## config.mk

```make
export PLATFORM = sky130hd
export DESIGN_NAME = chained_hash_set_flat
export DESIGN_NICKNAME = d
export VERILOG_FILES = /design/src/rtl/chs_pkg.sv /design/src/rtl/chs_ifs.sv /design/src/rtl/chs_ram.sv /design/src/rtl/chs_mod.sv /design/src/rtl/chs_dp.sv /design/src/rtl/chs_ctrl.sv /design/src/rtl/chained_hash_set.sv /design/src/flat_wrapper.sv
export SDC_FILE = /design/constraint.sdc
export NUM_CORES = 2
export LEC_CHECK = 0
export BUFFER_PORTS_ARGS = -buffer_cell sky130_fd_sc_hd__buf_4
export CAP_MARGIN = 40
export CORE_ASPECT_RATIO = 0.8
export CORE_UTILIZATION = 40
export CTS_CLUSTER_SIZE = 25
export DETAILED_ROUTE_END_ITERATION = 10
export PLACE_DENSITY = 0.65
export SLEW_MARGIN = 20
export SYNTH_ARGS = -nofsm -noshare
export SYNTH_HDL_FRONTEND = slang
export SYNTH_SLANG_ARGS = --single-unit
```

## constraint.sdc

```tcl
create_clock -name clk -period 13.3 [get_ports clk]
set_input_delay 0.665 -clock clk [delete_from_list [all_inputs] [get_ports clk]]
set_output_delay 0.665 -clock clk [all_outputs]
set_load 0.01 [all_outputs]
```

## src/rtl/chs_pkg.sv

```systemverilog
// shared constants, request codes, state type and control structs
// for the chained hash set; no dependencies
package chs_pkg;

	localparam int unsigned KEY_W       = 32;
	localparam int unsigned OP_W        = 2;
	localparam int unsigned BUCKETS_DEF = 16;
	localparam int unsigned WAYS_DEF    = 4;

	// digit width of the bucket remainder unit
	localparam int unsigned DIG_W = 4;

	localparam logic [OP_W-1:0] OP_INSERT = 2'd0;
	localparam logic [OP_W-1:0] OP_SEARCH = 2'd1;
	localparam logic [OP_W-1:0] OP_REMOVE = 2'd2;

	typedef enum logic [2:0] {
		ST_CLEAR,
		ST_IDLE,
		ST_MOD,
		ST_READ,
		ST_EVAL
	} state_t;

	typedef struct packed {
		logic clr_wr;
		logic accept;
		logic rd_en;
		logic commit;
	} ctrl_cmd_t;

	typedef struct packed {
		logic clr_last;
		logic mod_done;
		logic out_free;
	} dp_stat_t;

endpackage

```

## src/rtl/chs_ifs.sv

```systemverilog
// request and result channel interfaces of the chained hash set
// depends on chs_pkg
interface chs_req_if;
	logic                       valid;
	logic                       ready;
	logic [chs_pkg::OP_W-1:0]   op;
	logic [chs_pkg::KEY_W-1:0]  key;

	modport source (output valid, op, key, input ready);
	modport sink   (input valid, op, key, output ready);
endinterface

interface chs_rsp_if;
	logic valid;
	logic ready;
	logic success;
	logic bucket_full;

	modport source (output valid, success, bucket_full, input ready);
	modport sink   (input valid, success, bucket_full, output ready);
endinterface

```

## src/rtl/chs_ram.sv

```systemverilog
// generic single write port, single read port ram with registered read
// no dependencies
module chs_ram #(
	parameter int unsigned WIDTH = 8,
	parameter int unsigned DEPTH = 16
) (
	input  logic                     clk,
	input  logic                     we,
	input  logic [$clog2(DEPTH)-1:0] waddr,
	input  logic [WIDTH-1:0]         wdata,
	input  logic                     re,
	input  logic [$clog2(DEPTH)-1:0] raddr,
	output logic [WIDTH-1:0]         rdata
);

	logic [WIDTH-1:0] mem [DEPTH];
	logic [WIDTH-1:0] rd_q;

	always_ff @(posedge clk) begin
		if (we)
			mem[waddr] <= wdata;
		if (re)
			rd_q <= mem[raddr];
	end

	assign rdata = rd_q;

endmodule

```

## src/rtl/chs_mod.sv

```systemverilog
// bucket index unit: key modulo the bucket count
// power of two is a mask, otherwise one digit per cycle; depends on chs_pkg
module chs_mod #(
	parameter int unsigned BUCKETS = chs_pkg::BUCKETS_DEF
) (
	input  logic                       clk,
	input  logic                       arst_n,
	input  logic                       start,
	input  logic [chs_pkg::KEY_W-1:0]  key,
	output logic                       done,
	output logic [$clog2(BUCKETS)-1:0] bucket
);
	import chs_pkg::*;

	localparam int unsigned RW = $clog2(BUCKETS);

	generate
		if ((1 << RW) == BUCKETS) begin : g_pow2
			logic [RW-1:0] bucket_q;
			logic          done_q;

			always_ff @(posedge clk) begin
				if (start)
					bucket_q <= key[RW-1:0];
			end

			always_ff @(posedge clk or negedge arst_n) begin
				if (!arst_n)
					done_q <= 1'b0;
				else if (start)
					done_q <= 1'b1;
			end

			assign done   = done_q;
			assign bucket = bucket_q;
		end else begin : g_serial
			localparam int unsigned STEPS = KEY_W / DIG_W;
			localparam int unsigned CW    = $clog2(STEPS + 1);
			localparam int unsigned TW    = RW + DIG_W;
			localparam logic [TW-1:0] BVAL = TW'(BUCKETS);

			logic [KEY_W-1:0] sh_q;
			logic [RW-1:0]    rem_q;
			logic [CW-1:0]    cnt_q;
			logic [TW-1:0]    t;
			logic             busy;

			assign busy = (cnt_q != CW'(STEPS));

			// fold in the next digit, then reduce below the bucket count
			always_comb begin
				t = {rem_q, sh_q[KEY_W-1 -: DIG_W]};
				for (int i = DIG_W - 1; i >= 0; i--) begin
					if (t >= (BVAL << i))
						t = t - (BVAL << i);
				end
			end

			always_ff @(posedge clk) begin
				if (start) begin
					sh_q  <= key;
					rem_q <= '0;
				end else if (busy) begin
					sh_q  <= sh_q << DIG_W;
					rem_q <= t[RW-1:0];
				end
			end

			always_ff @(posedge clk or negedge arst_n) begin
				if (!arst_n)
					cnt_q <= CW'(STEPS);
				else if (start)
					cnt_q <= '0;
				else if (busy)
					cnt_q <= cnt_q + 1'b1;
			end

			assign done   = !busy;
			assign bucket = rem_q;
		end
	endgenerate

endmodule

```

## src/rtl/chs_dp.sv

```systemverilog
// datapath: request latch, bucket unit, row ram, slot compare and result register
// depends on chs_pkg, chs_mod, chs_ram
module chs_dp #(
	parameter int unsigned BUCKETS = chs_pkg::BUCKETS_DEF,
	parameter int unsigned WAYS    = chs_pkg::WAYS_DEF
) (
	input  logic                      clk,
	input  logic                      arst_n,
	input  logic [chs_pkg::OP_W-1:0]  op,
	input  logic [chs_pkg::KEY_W-1:0] key,
	input  chs_pkg::ctrl_cmd_t        cmd,
	output chs_pkg::dp_stat_t         stat,
	output logic                      rsp_valid,
	input  logic                      rsp_ready,
	output logic                      success,
	output logic                      bucket_full
);
	import chs_pkg::*;

	localparam int unsigned RW    = $clog2(BUCKETS);
	localparam int unsigned ROW_W = WAYS * (KEY_W + 1);

	logic [OP_W-1:0]  op_q;
	logic [KEY_W-1:0] key_q;
	logic [RW-1:0]    clr_cnt_q;
	logic [RW-1:0]    bucket;
	logic             mod_done;

	logic [ROW_W-1:0]            rd_row;
	logic [ROW_W-1:0]            wr_row;
	logic [WAYS-1:0]             rd_valid;
	logic [WAYS-1:0][KEY_W-1:0]  rd_keys;
	logic [WAYS-1:0]             new_valid;
	logic [WAYS-1:0][KEY_W-1:0]  new_keys;
	logic [WAYS-1:0]             match;
	logic [WAYS-1:0]             free;
	logic [WAYS-1:0]             match_oh;
	logic [WAYS-1:0]             free_oh;
	logic                        has_match;
	logic                        has_free;
	logic                        res_success;
	logic                        res_full;

	logic rsp_valid_q;
	logic success_q;
	logic full_q;

	always_ff @(posedge clk) begin
		if (cmd.accept) begin
			op_q  <= op;
			key_q <= key;
		end
	end

	chs_mod #(.BUCKETS(BUCKETS)) u_mod (
		.clk    (clk),
		.arst_n (arst_n),
		.start  (cmd.accept),
		.key    (key),
		.done   (mod_done),
		.bucket (bucket)
	);

	always_ff @(posedge clk or negedge arst_n) begin
		if (!arst_n)
			clr_cnt_q <= '0;
		else if (cmd.clr_wr)
			clr_cnt_q <= clr_cnt_q + 1'b1;
	end

	assign wr_row = cmd.clr_wr ? '0 : {new_valid, new_keys};

	chs_ram #(.WIDTH(ROW_W), .DEPTH(BUCKETS)) u_ram (
		.clk   (clk),
		.we    (cmd.clr_wr | cmd.commit),
		.waddr (cmd.clr_wr ? clr_cnt_q : bucket),
		.wdata (wr_row),
		.re    (cmd.rd_en),
		.raddr (bucket),
		.rdata (rd_row)
	);

	assign {rd_valid, rd_keys} = rd_row;

	always_comb begin
		for (int w = 0; w < WAYS; w++)
			match[w] = rd_valid[w] && (rd_keys[w] == key_q);
	end

	// lowest set bit picks the lowest way
	assign free      = ~rd_valid;
	assign match_oh  = match & ~(match - 1'b1);
	assign free_oh   = free & ~(free - 1'b1);
	assign has_match = |match;
	assign has_free  = |free;

	always_comb begin
		new_valid   = rd_valid;
		new_keys    = rd_keys;
		res_success = 1'b0;
		res_full    = 1'b0;
		unique case (op_q)
			OP_INSERT: begin
				new_valid   = rd_valid | free_oh;
				res_success = has_free;
				res_full    = !has_free;
				for (int w = 0; w < WAYS; w++) begin
					if (free_oh[w])
						new_keys[w] = key_q;
				end
			end
			OP_SEARCH: res_success = has_match;
			OP_REMOVE: begin
				new_valid   = rd_valid & ~match_oh;
				res_success = has_match;
			end
			default: ;
		endcase
	end

	always_ff @(posedge clk) begin
		if (cmd.commit) begin
			success_q <= res_success;
			full_q    <= res_full;
		end
	end

	always_ff @(posedge clk or negedge arst_n) begin
		if (!arst_n)
			rsp_valid_q <= 1'b0;
		else if (cmd.commit)
			rsp_valid_q <= 1'b1;
		else if (rsp_ready)
			rsp_valid_q <= 1'b0;
	end

	assign rsp_valid   = rsp_valid_q;
	assign success     = success_q;
	assign bucket_full = full_q;

	assign stat.clr_last = (clr_cnt_q == RW'(BUCKETS - 1));
	assign stat.mod_done = mod_done;
	assign stat.out_free = !rsp_valid_q || rsp_ready;

endmodule

```

## src/rtl/chs_ctrl.sv

```systemverilog
// controller state machine: clearing pass, request sequencing
// depends on chs_pkg
module chs_ctrl (
	input  logic               clk,
	input  logic               arst_n,
	input  logic               req_valid,
	output logic               req_ready,
	output chs_pkg::ctrl_cmd_t cmd,
	input  chs_pkg::dp_stat_t  stat
);
	import chs_pkg::*;

	state_t state_q;
	state_t state_nxt;

	always_ff @(posedge clk or negedge arst_n) begin
		if (!arst_n)
			state_q <= ST_CLEAR;
		else
			state_q <= state_nxt;
	end

	always_comb begin
		state_nxt = state_q;
		unique case (state_q)
			ST_CLEAR: if (stat.clr_last) state_nxt = ST_IDLE;
			ST_IDLE:  if (req_valid) state_nxt = ST_MOD;
			ST_MOD:   if (stat.mod_done) state_nxt = ST_READ;
			ST_READ:  state_nxt = ST_EVAL;
			ST_EVAL:  if (stat.out_free) state_nxt = ST_IDLE;
			default:  state_nxt = ST_CLEAR;
		endcase
	end

	always_comb begin
		req_ready  = 1'b0;
		cmd        = '0;
		unique case (state_q)
			ST_CLEAR: cmd.clr_wr = 1'b1;
			ST_IDLE: begin
				req_ready  = 1'b1;
				cmd.accept = req_valid;
			end
			ST_MOD:   cmd.rd_en = stat.mod_done;
			ST_READ:  ;
			ST_EVAL:  cmd.commit = stat.out_free;
			default:  ;
		endcase
	end

endmodule

```

## src/rtl/chained_hash_set.sv

```systemverilog
// top level of the chained hash set: bucketed key store with insert, search, remove
// depends on chs_pkg, chs_ifs, chs_ctrl, chs_dp
//
//   channel  dir  payload              handshake
//   req      in   op[1:0], key[31:0]   valid/ready
//   rsp      out  success, bucket_full valid/ready
//
// one request at a time: accept, bucket index, row read, compare and write back
// power-of-two BUCKETS: the bucket index is a mask of the key; otherwise it comes
// from the digit-serial remainder unit
// after reset a clearing pass writes every row once, with req.ready low
// a stalled result waits in the output register; the next request is still taken,
// its write-back waits until the register drains
module chained_hash_set #(
	parameter int unsigned BUCKETS = chs_pkg::BUCKETS_DEF,
	parameter int unsigned WAYS    = chs_pkg::WAYS_DEF
) (
	input logic     clk,
	input logic     arst_n,
	chs_req_if.sink   req,
	chs_rsp_if.source rsp
);
	import chs_pkg::*;

	ctrl_cmd_t cmd;
	dp_stat_t  stat;

	// sequencer: clearing pass, then one request through its phases
	chs_ctrl u_ctrl (
		.clk       (clk),
		.arst_n    (arst_n),
		.req_valid (req.valid),
		.req_ready (req.ready),
		.cmd       (cmd),
		.stat      (stat)
	);

	// storage rows hold all ways of a bucket: keys plus valid marks
	chs_dp #(.BUCKETS(BUCKETS), .WAYS(WAYS)) u_dp (
		.clk         (clk),
		.arst_n      (arst_n),
		.op          (req.op),
		.key         (req.key),
		.cmd         (cmd),
		.stat        (stat),
		.rsp_valid   (rsp.valid),
		.rsp_ready   (rsp.ready),
		.success     (rsp.success),
		.bucket_full (rsp.bucket_full)
	);

endmodule

```

## src/flat_wrapper.sv

```systemverilog
// flat-port wrapper written by rule: the top's interface ports become plain ports
module chained_hash_set_flat import chs_pkg::*;
#(
	parameter int unsigned BUCKETS = chs_pkg::BUCKETS_DEF,
	parameter int unsigned WAYS    = chs_pkg::WAYS_DEF
)
  (clk, arst_n, req_valid, req_op, req_key, req_ready, rsp_valid, rsp_success, rsp_bucket_full, rsp_ready);
  chs_req_if req_i ();
  chs_rsp_if rsp_i ();
  input logic clk;
  input logic arst_n;
  input wire logic [$bits(req_i.valid)-1:0] req_valid;
  input wire logic [$bits(req_i.op)-1:0] req_op;
  input wire logic [$bits(req_i.key)-1:0] req_key;
  output wire logic [$bits(req_i.ready)-1:0] req_ready;
  output wire logic [$bits(rsp_i.valid)-1:0] rsp_valid;
  output wire logic [$bits(rsp_i.success)-1:0] rsp_success;
  output wire logic [$bits(rsp_i.bucket_full)-1:0] rsp_bucket_full;
  input wire logic [$bits(rsp_i.ready)-1:0] rsp_ready;
  assign req_i.valid = req_valid;
  assign req_i.op = req_op;
  assign req_i.key = req_key;
  assign req_ready = req_i.ready;
  assign rsp_valid = rsp_i.valid;
  assign rsp_success = rsp_i.success;
  assign rsp_bucket_full = rsp_i.bucket_full;
  assign rsp_i.ready = rsp_ready;
  chained_hash_set #(.BUCKETS(BUCKETS), .WAYS(WAYS)) u_core (.clk(clk), .arst_n(arst_n), .req(req_i), .rsp(rsp_i));
endmodule
```

==> results.md <==
* Status: finished clean
* Yosys top cell by area: edfxtp_1
* Clock latency on the worst-skew pair at about 0.86 ns
* Top-count cell post-synth: edfxtp_1
* Initial antenna violation count at 0
* First-pass GRT wire length at around 310000 um
* CTS Buf Count at between 200 and 250
* Netlist Area Pre-Place at between 0.08 and 0.09 mm^2
* P per Cell Area at approximately 200 mW/mm^2
* Max_cap viols at 0
* Share of the synthesized area in the top cell type at 0.774
* Ys flop type: edfxtp_1
* LEAKAGE at 32.1 nW
* Fmax at around 210 MHz
* P&R area growth vs syn at 14.4%
* CP Capture Type: register
* Crit path cell chain: nor3_2 -> buf_4 -> buf_4 -> o21bai_1 -> o32a_1 -> nor2_4 -> buf_4 -> buf_4
* Die area at between 0.2 and 0.25 mm^2
* Total gr overflow at 0
* Slew Limit Headroom at 0.239
* Worst-Margin Slew at around 1.1 ns
* Synth Net Count at 3914
* Largest net degree at the start of global routing at ~160
* Ys Warns at 0
* Port Buffer Count at just over 40
* Minimum hold slack at 0.0422 ns
* Via-to-Cell Ratio at just under 6
* Vias in the first global route at 42000
* Unrepaired setup endpoints after global routing: false
* CP arrival at between 5 and 6 ns
* Hold Path Cell Cnt at 1
* Post-CTS sizing at 0
* DRT iter0 DRCs at 5663
* Area of the multi-input gates at between 0.015 and 0.02 mm^2
* Synth cell count leaders: edfxtp_1 (2280), mux4_2 (651), nand2_1 (270), a21oi_1 (141), clkbuf_1 (101)
* Final worst path period need at about 4.7 ns
* Setup TNS at 0 ns
* Crit Path Category: register to register
* CTS tree: built
* Drt pass-1 iters at 7
* Final hold viol count at 0
* Final Cycle Share at 0.355
* Synth async-reset ratio at 0.00393
* Crit path max-delay family: buffers and inverters
* Final WL at approximately 220000 um
* Root Buffer: clkbuf_16
* Post-synth EDFFs at roughly 2300
* Syn Area/Cell at 22.8 um^2
* Worst reg2reg path depth at 8
* Worst-path fanout max at 42
* Startpoint Class: register
* Register area share after synthesis at 0.777
* Syn Inst Count at between 3000 and 4000
* Worst Path Required at between 10 and 15 ns
* Synth unique cells at 41
* Ranking of synthesized cells by area: edfxtp_1 (77%), mux4_2 (17%), nand2_1 (1.1%), xor2_1 (0.88%), a21oi_1 (0.80%)
* Layout cells sized above 1 at 0.299
* H-tree depth at 4
* Hold Crit Class: primary input to register
* Fin. max-slew vios at 0
* Slowest CP cell: buf_4
* Rows at 154
* #FFs+latches synth at ~2300
* Clock transition at path regs at about 0.07 ns
* Largest stage delay, worst path at roughly 0.66 ns
* DP HPWL at between 100000 and 150000 um
* CTS Hold Bufs at 28
* GRT Resource Usage Total at 0.195
* Ports at 42
* VDD IR max at ~130 uV
* Clock Sinks at roughly 2300
* Die H at 423 um
* Storage element area at around 0.069 mm^2
* Core Region at about 0.22 mm^2
* Post-CTS Setup Bufs at 0
* Crit path top cell by count: buf_4
* Final setup viols at 0
* Worst Path Buf+Inv at 4
* CP Depth at 8
* ANT nets after route at 0
* Setup Skew at roughly 0.052 ns
* Starting Density at 0.402
* Die W at between 500 and 600 um
* GPL Wtd Cong at 0.786
* DRC viols at 0
* Fill count at around 18000
* Vias at 42300
* Routed len/inst at about 30 um
* Clk buf depth at 4
* Final #Nets at between 4000 and 5000
## flip-flops by register name, indices dropped and copies added, names as in the netlist
register and flops:
u_core.u_dp.u_mod.done 1, u_core.u_dp.bucket_full 1, u_core.u_dp.key_q 32, u_core.u_dp.rsp_valid 1, u_core.u_dp.u_ram.rdata 132, u_core.u_dp.u_ram.mem 2112, u_core.u_dp.op_q 2, u_core.u_dp.success 1
u_core.u_dp.clr_cnt_q 4, u_core.u_ctrl.state_q 3
## final cells by class
type	instances	share of cell area
clock inverter	113	0.0116
multi-input combinational	1346	0.185
antenna	2	0.0000494
tap	2964	0.0366
clock buffer	249	0.0526
sequential	2289	0.679
timing repair buffer	366	0.0356
inverter	6	0.000222
## where the power goes
part | internal (mW) | switching, mW
Combinational | 1.38 | 2.75
Sequential | 10.1 | 0.363
Clock | 3.31 | 2.55
Total | 14.7 | 5.66
## per-layer routing
| metal | track usage | part of all wire | wire [um] | up-vias |
|---|---|---|---|---|
| li1 | - | - | - | 16900 |
| met1 | 0.294 | 0.42 | 92300 | 22900 |
| met3 | 0.0402 | 0.099 | 21700 | 274 |
| met4 | 0.0331 | 0.015 | 3340 | 0 |
| met2 | 0.296 | 0.46 | 101000 | 2267 |
| met5 | 0 | 0 | 0 | - |
## cell usage in the layout (no fill, tap or decap), types with 5 or more instances in the layout
master,Yosys,layout
buf_12,0,26
mux2i_1,9,9
nor2_4,0,18
clkinvlp_4,0,6
clkinv_1,0,35
a211oi_1,11,11
nand3_1,5,5
nand2_1,270,270
buf_2,60,9
nor2b_1,13,11
a21oi_1,141,139
buf_16,0,24
nor4_1,23,22
clkinv_2,0,43
mux4_2,651,651
clkbuf_16,0,205
nor3_1,10,8
a31oi_1,7,7
bufinv_16,0,24
dfrtp_1,9,9
nor2_1,26,8
nand4_1,14,14
buf_4,43,273
clkbuf_1,101,41
inv_1,6,6
dlygate4sd3_1,0,28
edfxtp_1,2280,2280
xor2_1,89,89
xnor2_1,42,42
## worst reg2reg max path, cell delays in order (launching register included)
cell	delay, ns
dfrtp_1	0.49
nor3_2	0.24
buf_4	0.37
buf_4	0.68
o21bai_1	0.27
o32a_1	0.51
nor2_4	0.44
buf_4	0.65
buf_4	0.66
## stage by stage
step | total power, mW | area, um^2 | utilization | cells | setup WS [ns]
6_report | 20.4 | 101000 | 0.460 | 7335 | 8.58
5_1_grt | 21.1 | 101000 | 0.460 | 7333 | 8.31
4_1_cts | 20.4 | 101000 | 0.459 | 7314 | 8.41
3_5_place_dp | 14.6 | 94200 | 0.428 | 6924 | 8.43
3_3_place_gp | 14.2 | 92400 | 0.420 | 6760 | 8.22
2_1_floorplan | 12.9 | 88500 | - | 3872 | 2.99
## cells by family after synthesis
group,synth area share
and+or+nand+nor,0.0185
xor gates and xnor gates,0.0130
muxes,0.167
adders and majority gates,0.000566
AOI/OAI and AO/OA,0.0104
buffers and inverters,0.0143
DFF,0.777
## worst paths after layout
kind,from,to,slack [ns]
worst min-delay path,req_key[8],u_core.u_dp.key_q[8],0.04
worst max register to register,u_core.u_ctrl.state_q[2],u_core.u_dp.u_ram.mem[13][5],8.58
max in group asynchronous,arst_n,u_core.u_ctrl.state_q[1],12.89
worst max-delay path,u_core.u_ctrl.state_q[2],u_core.u_dp.u_ram.mem[13][5],8.58
min in group asynchronous,arst_n,u_core.u_ctrl.state_q[0],0.20
worst min register to register,u_core.u_dp.u_mod.done,u_core.u_dp.u_mod.done,0.48
No activity file was read; power rests on OpenSTA's default activity.
